[src/sv/tbs_pkg.sv]
// Shared types and constants for the token bucket packet shaper.
package tbs_pkg;

  localparam int QUEUE_DEPTH_DEF = 64;

  localparam logic [7:0] BUCKET_DEPTH_RST = 8'd10;

  localparam int CFG_ADDR_W = 3;

  // register index, taken from the word address
  localparam logic REG_BUCKET_DEPTH = 1'b0;

  localparam logic ACT_TICK   = 1'b0;
  localparam logic ACT_PACKET = 1'b1;

  typedef enum logic [2:0] {
    ST_TOKEN_ADDED   = 3'd0,
    ST_TOKEN_DROPPED = 3'd1,
    ST_QUEUED        = 3'd2,
    ST_TOO_BIG       = 3'd3,
    ST_FIFO_FULL     = 3'd4
  } status_t;

  typedef struct packed {
    logic        action;
    logic [15:0] packet_id;
    logic [7:0]  tokens_needed;
  } in_item_t;

  typedef struct packed {
    status_t     status;
    logic        released;
    logic [15:0] released_id;
    logic [7:0]  bucket_level;
    logic [6:0]  queue_count;
  } out_item_t;

  typedef struct packed {
    logic [7:0]  need;
    logic [15:0] id;
  } entry_t;

endpackage

[src/sv/tbs_queue.sv]
// Packet queue storage: one-port-write memory with a registered head read and write bypass.
module tbs_queue
  import tbs_pkg::*;
#(
  parameter int QUEUE_DEPTH = QUEUE_DEPTH_DEF,
  localparam int PTR_W = $clog2(QUEUE_DEPTH)
) (
  input  logic             clk,
  input  logic             wr_en,
  input  logic [PTR_W-1:0] wr_addr,
  input  entry_t           wr_data,
  input  logic [PTR_W-1:0] rd_addr,
  output entry_t           head_entry
);

  entry_t mem [QUEUE_DEPTH];
  entry_t rd_data_r;
  entry_t byp_data_r;
  logic   byp_valid_r;

  always_ff @(posedge clk) begin
    if (wr_en) begin
      mem[wr_addr] <= wr_data;
    end
    rd_data_r <= mem[rd_addr];
  end

  // The read above sees old contents when the same entry is written this cycle.
  always_ff @(posedge clk) begin
    byp_valid_r <= wr_en && (wr_addr == rd_addr);
    byp_data_r  <= wr_data;
  end

  assign head_entry = byp_valid_r ? byp_data_r : rd_data_r;

endmodule

[src/sv/token_bucket_packet_shaper_top.sv]
// Top level of the token bucket packet shaper: event logic, bucket and queue control.
//
// Usage
//   Input channel (in_valid/in_ready/in_data): one event per transfer, either a
//   token tick or a packet arrival carrying an id and its token need.
//   Result channel (out_valid/out_ready/out_data): exactly one result per event,
//   giving the event status, the packet released (if any), the bucket level
//   and the queue occupancy after the event.
//   Config port (APB, pready tied high): bucket depth at byte address 0.
//   Write it only while no event is in flight.
//
// Timing
//   One event per cycle sustained while the receiver takes each result. The
//   result is registered on the input transfer. The rate is held by keeping
//   the queue head available every cycle: the memory read is registered at
//   the next head pointer, with a bypass for an entry written in the same cycle.
//
// Reset and stalls
//   Reset empties the queue, clears the bucket and loads a depth of 10.
//   When the receiver stalls, the result is held and in_ready stays high only
//   if the output register is about to be freed; events are never lost.
module token_bucket_packet_shaper_top
  import tbs_pkg::*;
#(
  parameter int QUEUE_DEPTH = QUEUE_DEPTH_DEF
) (
  input  logic                  clk,
  input  logic                  rst_n,
  input  logic                  in_valid,
  output logic                  in_ready,
  input  in_item_t              in_data,
  output logic                  out_valid,
  input  logic                  out_ready,
  output out_item_t             out_data,
  input  logic                  psel,
  input  logic                  penable,
  input  logic                  pwrite,
  input  logic [CFG_ADDR_W-1:0] paddr,
  input  logic [31:0]           pwdata,
  output logic [31:0]           prdata,
  output logic                  pready
);

  localparam int PTR_W = $clog2(QUEUE_DEPTH);
  localparam int OCC_W = $clog2(QUEUE_DEPTH + 1);

  logic [7:0]       depth_r;
  logic [7:0]       token_r, token_nxt;
  logic [PTR_W-1:0] head_r, head_nxt;
  logic [PTR_W-1:0] tail_r, tail_nxt;
  logic [OCC_W-1:0] occ_r, occ_nxt;
  logic             out_valid_r, out_valid_nxt;
  out_item_t        out_data_r, result;

  logic             fire;
  logic             wr_en;
  entry_t           wr_data;
  entry_t           head_entry;
  entry_t           rel_entry;
  logic             rel;
  logic [7:0]       token_mid;
  logic [31:0]      occ_ext;

  // ---------------------------------------------------------------------------
  // Config port: a single register, decoded on the word address bit.
  // ---------------------------------------------------------------------------
  assign pready = 1'b1;

  always_ff @(posedge clk) begin
    if (!rst_n) begin
      depth_r <= BUCKET_DEPTH_RST;
    end else if (psel && penable && pwrite && (paddr[2] == REG_BUCKET_DEPTH)) begin
      depth_r <= pwdata[7:0];
    end
  end

  assign prdata = (paddr[2] == REG_BUCKET_DEPTH) ? {24'd0, depth_r} : 32'd0;

  // ---------------------------------------------------------------------------
  // Handshake: take a new event whenever the output register is free or being
  // drained in this cycle.
  // ---------------------------------------------------------------------------
  assign in_ready = !out_valid_r || out_ready;
  assign fire     = in_valid && in_ready;

  // ---------------------------------------------------------------------------
  // Event logic. A tick first fills the bucket, then tries the head packet. An
  // arrival is checked for size, then for room; it only leaves at once when it
  // lands in an empty queue, in which case it is its own head.
  // ---------------------------------------------------------------------------
  assign wr_data.need = in_data.tokens_needed;
  assign wr_data.id   = in_data.packet_id;

  always_comb begin
    result        = '0;
    wr_en         = 1'b0;
    rel           = 1'b0;
    rel_entry     = head_entry;
    token_mid     = token_r;
    result.status = ST_TOKEN_DROPPED;

    if (in_data.action == ACT_TICK) begin
      if (token_r < depth_r) begin
        token_mid     = token_r + 8'd1;
        result.status = ST_TOKEN_ADDED;
      end
      rel = (occ_r != '0) && (token_mid >= head_entry.need);
    end else if (in_data.tokens_needed > depth_r) begin
      result.status = ST_TOO_BIG;
    end else if (occ_r == OCC_W'(QUEUE_DEPTH)) begin
      result.status = ST_FIFO_FULL;
    end else begin
      wr_en         = 1'b1;
      result.status = ST_QUEUED;
      rel_entry     = wr_data;
      rel           = (occ_r == '0) && (token_r >= in_data.tokens_needed);
    end

    // hold all state unless an event is taken
    wr_en = wr_en && fire;
    rel   = rel && fire;

    token_nxt = fire ? token_mid : token_r;
    head_nxt  = head_r;
    tail_nxt  = tail_r;
    if (rel) begin
      token_nxt = token_mid - rel_entry.need;
      head_nxt  = (head_r == PTR_W'(QUEUE_DEPTH - 1)) ? '0 : head_r + PTR_W'(1);
    end
    if (wr_en) begin
      tail_nxt  = (tail_r == PTR_W'(QUEUE_DEPTH - 1)) ? '0 : tail_r + PTR_W'(1);
    end
    occ_nxt = occ_r + OCC_W'(wr_en) - OCC_W'(rel);

    occ_ext             = 32'(occ_nxt);
    result.released     = rel;
    result.released_id  = rel ? rel_entry.id : 16'd0;
    result.bucket_level = token_nxt;
    result.queue_count  = occ_ext[6:0];
  end

  // ---------------------------------------------------------------------------
  // Queue storage; the read address follows the next head so the head entry is
  // ready for the following event.
  // ---------------------------------------------------------------------------
  tbs_queue #(
    .QUEUE_DEPTH (QUEUE_DEPTH)
  ) u_queue (
    .clk        (clk),
    .wr_en      (wr_en),
    .wr_addr    (tail_r),
    .wr_data    (wr_data),
    .rd_addr    (head_nxt),
    .head_entry (head_entry)
  );

  // ---------------------------------------------------------------------------
  // State and output registers.
  // ---------------------------------------------------------------------------
  always_comb begin
    out_valid_nxt = out_valid_r;
    if (fire) begin
      out_valid_nxt = 1'b1;
    end else if (out_ready) begin
      out_valid_nxt = 1'b0;
    end
  end

  always_ff @(posedge clk) begin
    if (!rst_n) begin
      token_r     <= '0;
      head_r      <= '0;
      tail_r      <= '0;
      occ_r       <= '0;
      out_valid_r <= 1'b0;
    end else begin
      token_r     <= token_nxt;
      head_r      <= head_nxt;
      tail_r      <= tail_nxt;
      occ_r       <= occ_nxt;
      out_valid_r <= out_valid_nxt;
    end
  end

  // load the result on each transfer, hold it while the receiver stalls
  always_ff @(posedge clk) begin
    if (fire) begin
      out_data_r <= result;
    end
  end

  assign out_valid = out_valid_r;
  assign out_data  = out_data_r;

endmodule

[config.mk]
export PLATFORM = sky130hd
export DESIGN_NAME = token_bucket_packet_shaper_top
export DESIGN_NICKNAME = d
export VERILOG_FILES = /design/src/sv/tbs_pkg.sv /design/src/sv/tbs_queue.sv /design/src/sv/token_bucket_packet_shaper_top.sv
export SDC_FILE = /design/constraint.sdc
export NUM_CORES = 2
export LEC_CHECK = 0
export BUFFER_PORTS_ARGS = -buffer_cell sky130_fd_sc_hd__buf_4
export CORE_ASPECT_RATIO = 1.75
export CORE_MARGIN = 1
export CORE_UTILIZATION = 25
export CTS_CLUSTER_SIZE = 28
export DETAILED_ROUTE_END_ITERATION = 10
export MAX_ROUTING_LAYER = met4
export PLACE_DENSITY_LB_ADDON = 0.3
export SKIP_CTS_REPAIR_TIMING = 1
export SLEW_MARGIN = 20
export SYNTH_ARGS = -nofsm -noshare
export SYNTH_HDL_FRONTEND = slang
export SYNTH_SLANG_ARGS = --single-unit
[constraint.sdc]
create_clock -name clk -period 7.1 [get_ports clk]
set_input_delay 0.71 -clock clk [delete_from_list [all_inputs] [get_ports clk]]
set_output_delay 0.71 -clock clk [all_outputs]
set_load 0.03 [all_outputs]
# == After elaboration in Yosys (flattened, before gate mapping) ==
# Memory sizes are Yosys's and may differ from the RTL's. A register that Yosys moved wholly into a read port is not among the register bits.
# Index checks and enable logic that the tools add are counted.
# op_classes
n_reduce_logical,14
n_addsub,6
n_mux,27
order_cmp,4
n_bitwise,1
eq_ne,4
# op_table
op,count
$mux W24,4
$mux W8,6
$mux W6,3
$ge A8 B8 Y1,2
$add A6 B1 Y6 const B,2
$eq A6 B6 Y1 const B,2
$mux W1,11
$logic_and A1 B1 Y1,9
$mux W3,3
$add A8 B1 Y8 const B,1
$gt A8 B8 Y1,1
$lt A8 B8 Y1,1
$sub A8 B8 Y8,1
$add A7 B1 Y7,1
$eq A7 B7 Y1 const B,1
$logic_not A7 Y1,1
$reduce_bool A7 Y1,1
$sub A7 B1 Y7,1
$eq A6 B6 Y1,1
$reduce_bool A2 Y1,1
$logic_not A1 Y1,1
$logic_or A1 B1 Y1,1
$not A1 Y1,1
# totals
reg_bits,96
n_memories,1
inputBits,67
ram_bits,1536
wordCells,71
# memory_table
memory,depth,width,rd,rd_ports_with_merged_regs,wr,line_no,source
u_queue.mem,64,24,1,1,1,tbs_queue.sv:16,entry_t mem [QUEUE_DEPTH];

# == Depth between registers and ports, before layout ==
# depth
ltp_word,10
ltp_mapped,31
mapped_depth_nobuf,30

# == Cells and area by module ==
# Synthesis repeated with hierarchy kept, for this count alone.
# hier_totals
hier_cells,3129
hier_area_um2,64759.6
# modules_own_cells
mod,cells_per_inst,area_each_um2,seq_area_each_um2,instances
tbs_queue,2610,59940.0,47105.2,1
token_bucket_packet_shaper_top,519,4819.6,1771.7,1

# == Worst setup path before layout ==
# Ideal clock, no wire load.
# synth_path
path_type,register to register
from,register depth_r[4]
to,"register, netlist name u_queue.rd_data_r[0]"
path_stages_with_launch,27
path_buffers,5
period_less_slack_ns,5.154
slack_ns,1.946
t_arrival_ns,5.038
cell_sequence,dfxtp_1 > inv_1 > ha_1 > and2_1 > o21ai_0 > o21ai_0 > o41a_1 > clkbuf_1 > nand2b_1 > nor2_1 > nand3_1 > xnor2_1 > ha_1 > nand2_1 > nor3_1 > a21oi_1 > or3_1 > buf_2 > and3_1 > buf_2 > buf_4 > nor2_4 > buf_2 > mux2_2 > a2111oi_0 > o211ai_1 > and4_1
# synth_via
elab_chain_cells,8
word_cells_on_any_way,10
classes_between,order compare (3); mux (5); reduce/logical (2)
# synth_rtl
item,line_no,source
start: declaration,token_bucket_packet_shaper_top.sv:47,logic [7:0] depth_r;
start signal: assignment,token_bucket_packet_shaper_top.sv:73,depth_r <= pwdata[7:0];
$lt A8 B8 Y1,token_bucket_packet_shaper_top.sv:103,if (token_r < depth_r) begin
$mux W8,token_bucket_packet_shaper_top.sv:103,
$mux W8,token_bucket_packet_shaper_top.sv:102,if (in_data.action == ACT_TICK) begin
$ge A8 B8 Y1,token_bucket_packet_shaper_top.sv:107,rel = (occ_r != '0) && (token_mid >= head_entry.need);
$logic_and A1 B1 Y1,token_bucket_packet_shaper_top.sv:107,
$mux W1 (*),token_bucket_packet_shaper_top.sv:102,
$logic_and A1 B1 Y1 (*),token_bucket_packet_shaper_top.sv:121,rel = rel && fire;
$mux W6 (*),token_bucket_packet_shaper_top.sv:126,if (rel) begin
# Every way passes the cells marked *; elsewhere a longest branch is shown, timed or not. The select of a mux whose other input is x is not followed.
# A chain may end at the register's enable or synchronous reset.

# == Worst setup path after layout ==
# layout_path
from,register token_r[1]
to,"register, netlist name u_queue.rd_data_r[20]"
# layout_via
elab_chain_cells,8
word_cells_on_any_way,13
classes_between,add/sub (1); order compare (3); mux (6); reduce/logical (3)
# layout_rtl
item,line_no,source
start: declaration,token_bucket_packet_shaper_top.sv:48,"logic [7:0] token_r, token_nxt;"
start signal: assignment,token_bucket_packet_shaper_top.sv:177,token_r <= token_nxt;
$add A8 B1 Y8 / $lt A8 B8 Y1 (equally long branches),"token_bucket_packet_shaper_top.sv:104, token_bucket_packet_shaper_top.sv:103",
$mux W8,token_bucket_packet_shaper_top.sv:103,
$mux W8,token_bucket_packet_shaper_top.sv:102,
$ge A8 B8 Y1,token_bucket_packet_shaper_top.sv:107,
$logic_and A1 B1 Y1,token_bucket_packet_shaper_top.sv:107,
$mux W1 (*),token_bucket_packet_shaper_top.sv:102,
$logic_and A1 B1 Y1 (*),token_bucket_packet_shaper_top.sv:121,
$mux W6 (*),token_bucket_packet_shaper_top.sv:126,
# Marks and branches as above.

==> flow_metrics.env <==
export IMPL_yosys_warnings=0
export IMPL_fill_cells=26800
export IMPL_cts_clk_slew_worst_paths_ns=0.07
export IMPL_max_stage_delay_ns=0.95
export IMPL_timing_critical_path_fanout_max=24
export IMPL_globalRoute_totalOverflow=0
export IMPL_fin_crit_ns=6.79
export IMPL_max_freq_ghz=0.147
export IMPL_most_area_consuming_cells_after_synthesis="sky130_fd_sc_hd__edfxtp_1, sky130_fd_sc_hd__o21ai_0, sky130_fd_sc_hd__mux2_2, sky130_fd_sc_hd__mux2i_1, sky130_fd_sc_hd__dfxtp_1"
export IMPL_pre_cts_ws_ns=0.322
export IMPL_critPathCaptureType="flop"
export IMPL_hold_viol_final=0
export IMPL_tritoncts_num_sinks=1656
export IMPL_core_sq_um=269000
export IMPL_grt_setup_unrepaired="no"
export IMPL_multi_input_comb_area_sq_um=17300
export IMPL_fp_row_count=252
export IMPL_placement_io_buffers=85
export IMPL_final_nets=4812
export IMPL_synth_top_cell_area_share_pct=69.9
export IMPL_tritoncts_clock_tree="done"
export IMPL_post_synth_arst_share_pct=0
export IMPL_vdd_ir_drop_worst_uv=166
export IMPL_netlist_area_sq_um=67500
export IMPL_dieHeight_um=689
export IMPL_grt_first_pass_wirelength_um=315000
export IMPL_seq_area_sq_um=48900
export IMPL_die_area_sq_um=272000
export IMPL_synth_enable_flop_cells=1571
export IMPL_first_iter_violations=3572
export IMPL_ctsRootBufferMaster="sky130_fd_sc_hd__clkbuf_16"
export IMPL_drtAntennaViolNets=0
export IMPL_ioPinCount=137
export IMPL_synth_seq_cells=1656
export IMPL_drv_cap=0
export IMPL_run_status="finished, violations left"
export IMPL_final_setup_viol_count=0
export IMPL_die_width_um=395
export IMPL_cts_buffer_depth=4
export IMPL_largest_net_degree_at_the_start_of_global_routing=95
export IMPL_initial_core_util_pct=25.1
export IMPL_synth_flop_cell="sky130_fd_sc_hd__edfxtp_1"
export IMPL_drv_slew=0
export IMPL_routed_wl_um=224000
export IMPL_firstDrtPassIters=8
export IMPL_timing_critical_path_arrival_ns=7.47
export IMPL_vias_per_cell=4.99
export IMPL_synth_top_cell_by_area="sky130_fd_sc_hd__edfxtp_1"
export IMPL_globalplace_congestion=0.824
export IMPL_grt_antenna_before_repair=16
export IMPL_crit_path_cell_trace="ha_1 > a21o_1 > a21oi_1 > o21ai_0 > o41a_1 > nand2b_1 > nor2_1 > nand3_1 > xnor2_1 > ha_1 > nand2_1 > nor3_1 > a21oi_1 > or3_1 > and3_4 > nor2_4 > buf_12 > buf_12 > mux2_2 > a2111oi_0 > buf_4 > o211ai_1 > and4_1"
export IMPL_grt_pass1_vias=42200
export IMPL_transition_time_at_the_pin_with_the_least_slew_margin_ns=1.08
export IMPL_area_growth_syn_to_layout_pct=16.9
export IMPL_grt_use_total_pct=16.4
export IMPL_p_per_area_nw_per_um2=264
export IMPL_setup_total_negative_slack_ns=0
export IMPL_layout_worst_path_cycle_share_pct=95.6
export IMPL_post_synthesis_average_cell_area_sq_um=14.9
export IMPL_yosysUniqueCellTypes=84
export IMPL_cell_count_after_synthesis=4526
export IMPL_crit_path_top_delay_cell="sky130_fd_sc_hd__a2111oi_0"
export IMPL_hold_class="in -> reg"
export IMPL_hpwl_um=139000
export IMPL_tightest_slew_margin_relative_to_the_limit_pct=26.4
export IMPL_post_route_drc_count=2
export IMPL_critical_path_startpoint_type="flop"
export IMPL_cts_buffers=153
export IMPL_failed_checks="design-rule violations"
export IMPL_deepest_level_of_the_cts_h_tree=4
export IMPL_timing_clock_skew_ns=0.0660
export IMPL_via_count=41700
export IMPL_synth_sequential_area_ratio_pct=72.4
export IMPL_detail_route_wl_per_cell_um=26.8
export IMPL_leakage_power_uw=0.0261
export IMPL_worstPathRequired_ns=7.78
export IMPL_clk_latency_ns=0.83
export IMPL_layout_drive_gt1_share_pct=17.4
export IMPL_worst_setup_path_type="reg -> reg"
export IMPL_worst_slack_ns=0.310
==> state kept, by name, indices dropped and copies added (netlist names) <==
register / flops
u_queue.mem: 1536
out_valid: 1
out_data: 35
u_queue.rd_data_r: 24
head_r: 6
u_queue.byp_valid_r: 1
depth_r: 8
tail_r: 6
token_r: 8
occ_r: 7
u_queue.byp_data_r: 24
==> worst max-delay path: cells and delay by family, from the launching register on <==
kind,cells,cell delay (ns)
AOI/OAI and AO/OA,7,2.04
xor gates and xnor gates,1,0.17
adders and majority gates,2,0.58
buffers and inverters,3,0.76
DFF,1,0.48
muxes,1,0.37
and+or+nand+nor,9,2.24
==> kinds of logic after synthesis <==
kind of cell	synth area share, %
AO/OA/AOI/OAI	11.8
XOR/XNOR	0.478
AND/OR/NAND/NOR	5.80
buffers and inverters	2.64
flip-flops	72.4
adder cells (fa/ha/maj)	0.986
multiplexers	5.83
other	0.0111
==> stage by stage <==
step                      power (uW)  instances  instance area, sq um  hold WS (ns)  utilization [%]
final                          20800       8358                 78900         0.132             29.3
after global routing           21400       8356                 78900         0.112             29.3
after CTS                      21000       8354                 78900        0.0896             29.3
after detailed placement       12800       8094                 74100         0.448             27.6
after global placement         12800       8094                 74100         0.444             27.6
after floorplan                12000       4549                 67600         0.436                -
==> placed cells by master (no fill, tap or decap), types with 100 or more instances in the layout <==
cell type and count:
sky130_fd_sc_hd__o211ai_1 102, sky130_fd_sc_hd__a21oi_1 322, sky130_fd_sc_hd__edfxtp_1 1571, sky130_fd_sc_hd__a211oi_1 117, sky130_fd_sc_hd__and3_1 100, sky130_fd_sc_hd__mux2i_1 174, sky130_fd_sc_hd__buf_4 311, sky130_fd_sc_hd__o21ai_0 387
sky130_fd_sc_hd__mux2_2 167, sky130_fd_sc_hd__nand3_1 295, sky130_fd_sc_hd__clkbuf_16 158
==> worst paths after layout <==
check / from / endpoint / cells after the start / slack (ns)
setup reg to reg: token_r[1]$_SDFF_PN0_ / u_queue.rd_data_r[20]$_DFF_P_ / 23 / 0.31
hold reg to reg: depth_r[2]$_SDFFE_PN0P_ / depth_r[2]$_SDFFE_PN0P_ / 2 / 0.45
hold / removal: in_data[15] / u_queue.byp_data_r[7]$_DFF_P_ / 1 / 0.13
setup / recovery: token_r[1]$_SDFF_PN0_ / u_queue.rd_data_r[20]$_DFF_P_ / 23 / 0.31
==> metal layers <==
metal / vias up / routed length [um] / global-route usage (%)
met3: 451 / 9520 / 1.46
met2: 1422 / 123000 / 31.0
li1: 18100 / - / -
met1: 21700 / 80600 / 17.1
met4: 0 / 11000 / 7.55
met5: - / 0 / -
==> cells in the mapped netlist (all sizes together), types with 39 or more instances <==
cell and count:
mux2 195, o21ai 404, ha 50, a2111oi 99, nor2 134, mux2i 174
a21oi 323, dfxtp 85, nand3 298, and3 102, clkbuf 238, a221o 72
edfxtp 1571, nand2 94, inv 39, buf 135, a211oi 120, o211ai 102
==> power by group <==
group	total [uW]	switching, uW	internal [uW]
Combinational	1770	1160	610
Sequential	10800	53.6	10800
Clock	8220	3690	4530
==> layout make-up <==
cell class                      instances  share of cell area [%]
Timing Repair Buffer                  362                    4.25
Clock buffer                          195                    5.20
Sequential cell                      1656                    61.9
Clock inverter                         65                   0.825
Inverter                               40                   0.190
Antenna cell                            4                  0.0127
Multi-Input combinational cell       2480                    21.9
Tap cell                             3556                    5.64
No activity file was read; power rests on OpenSTA's default activity.
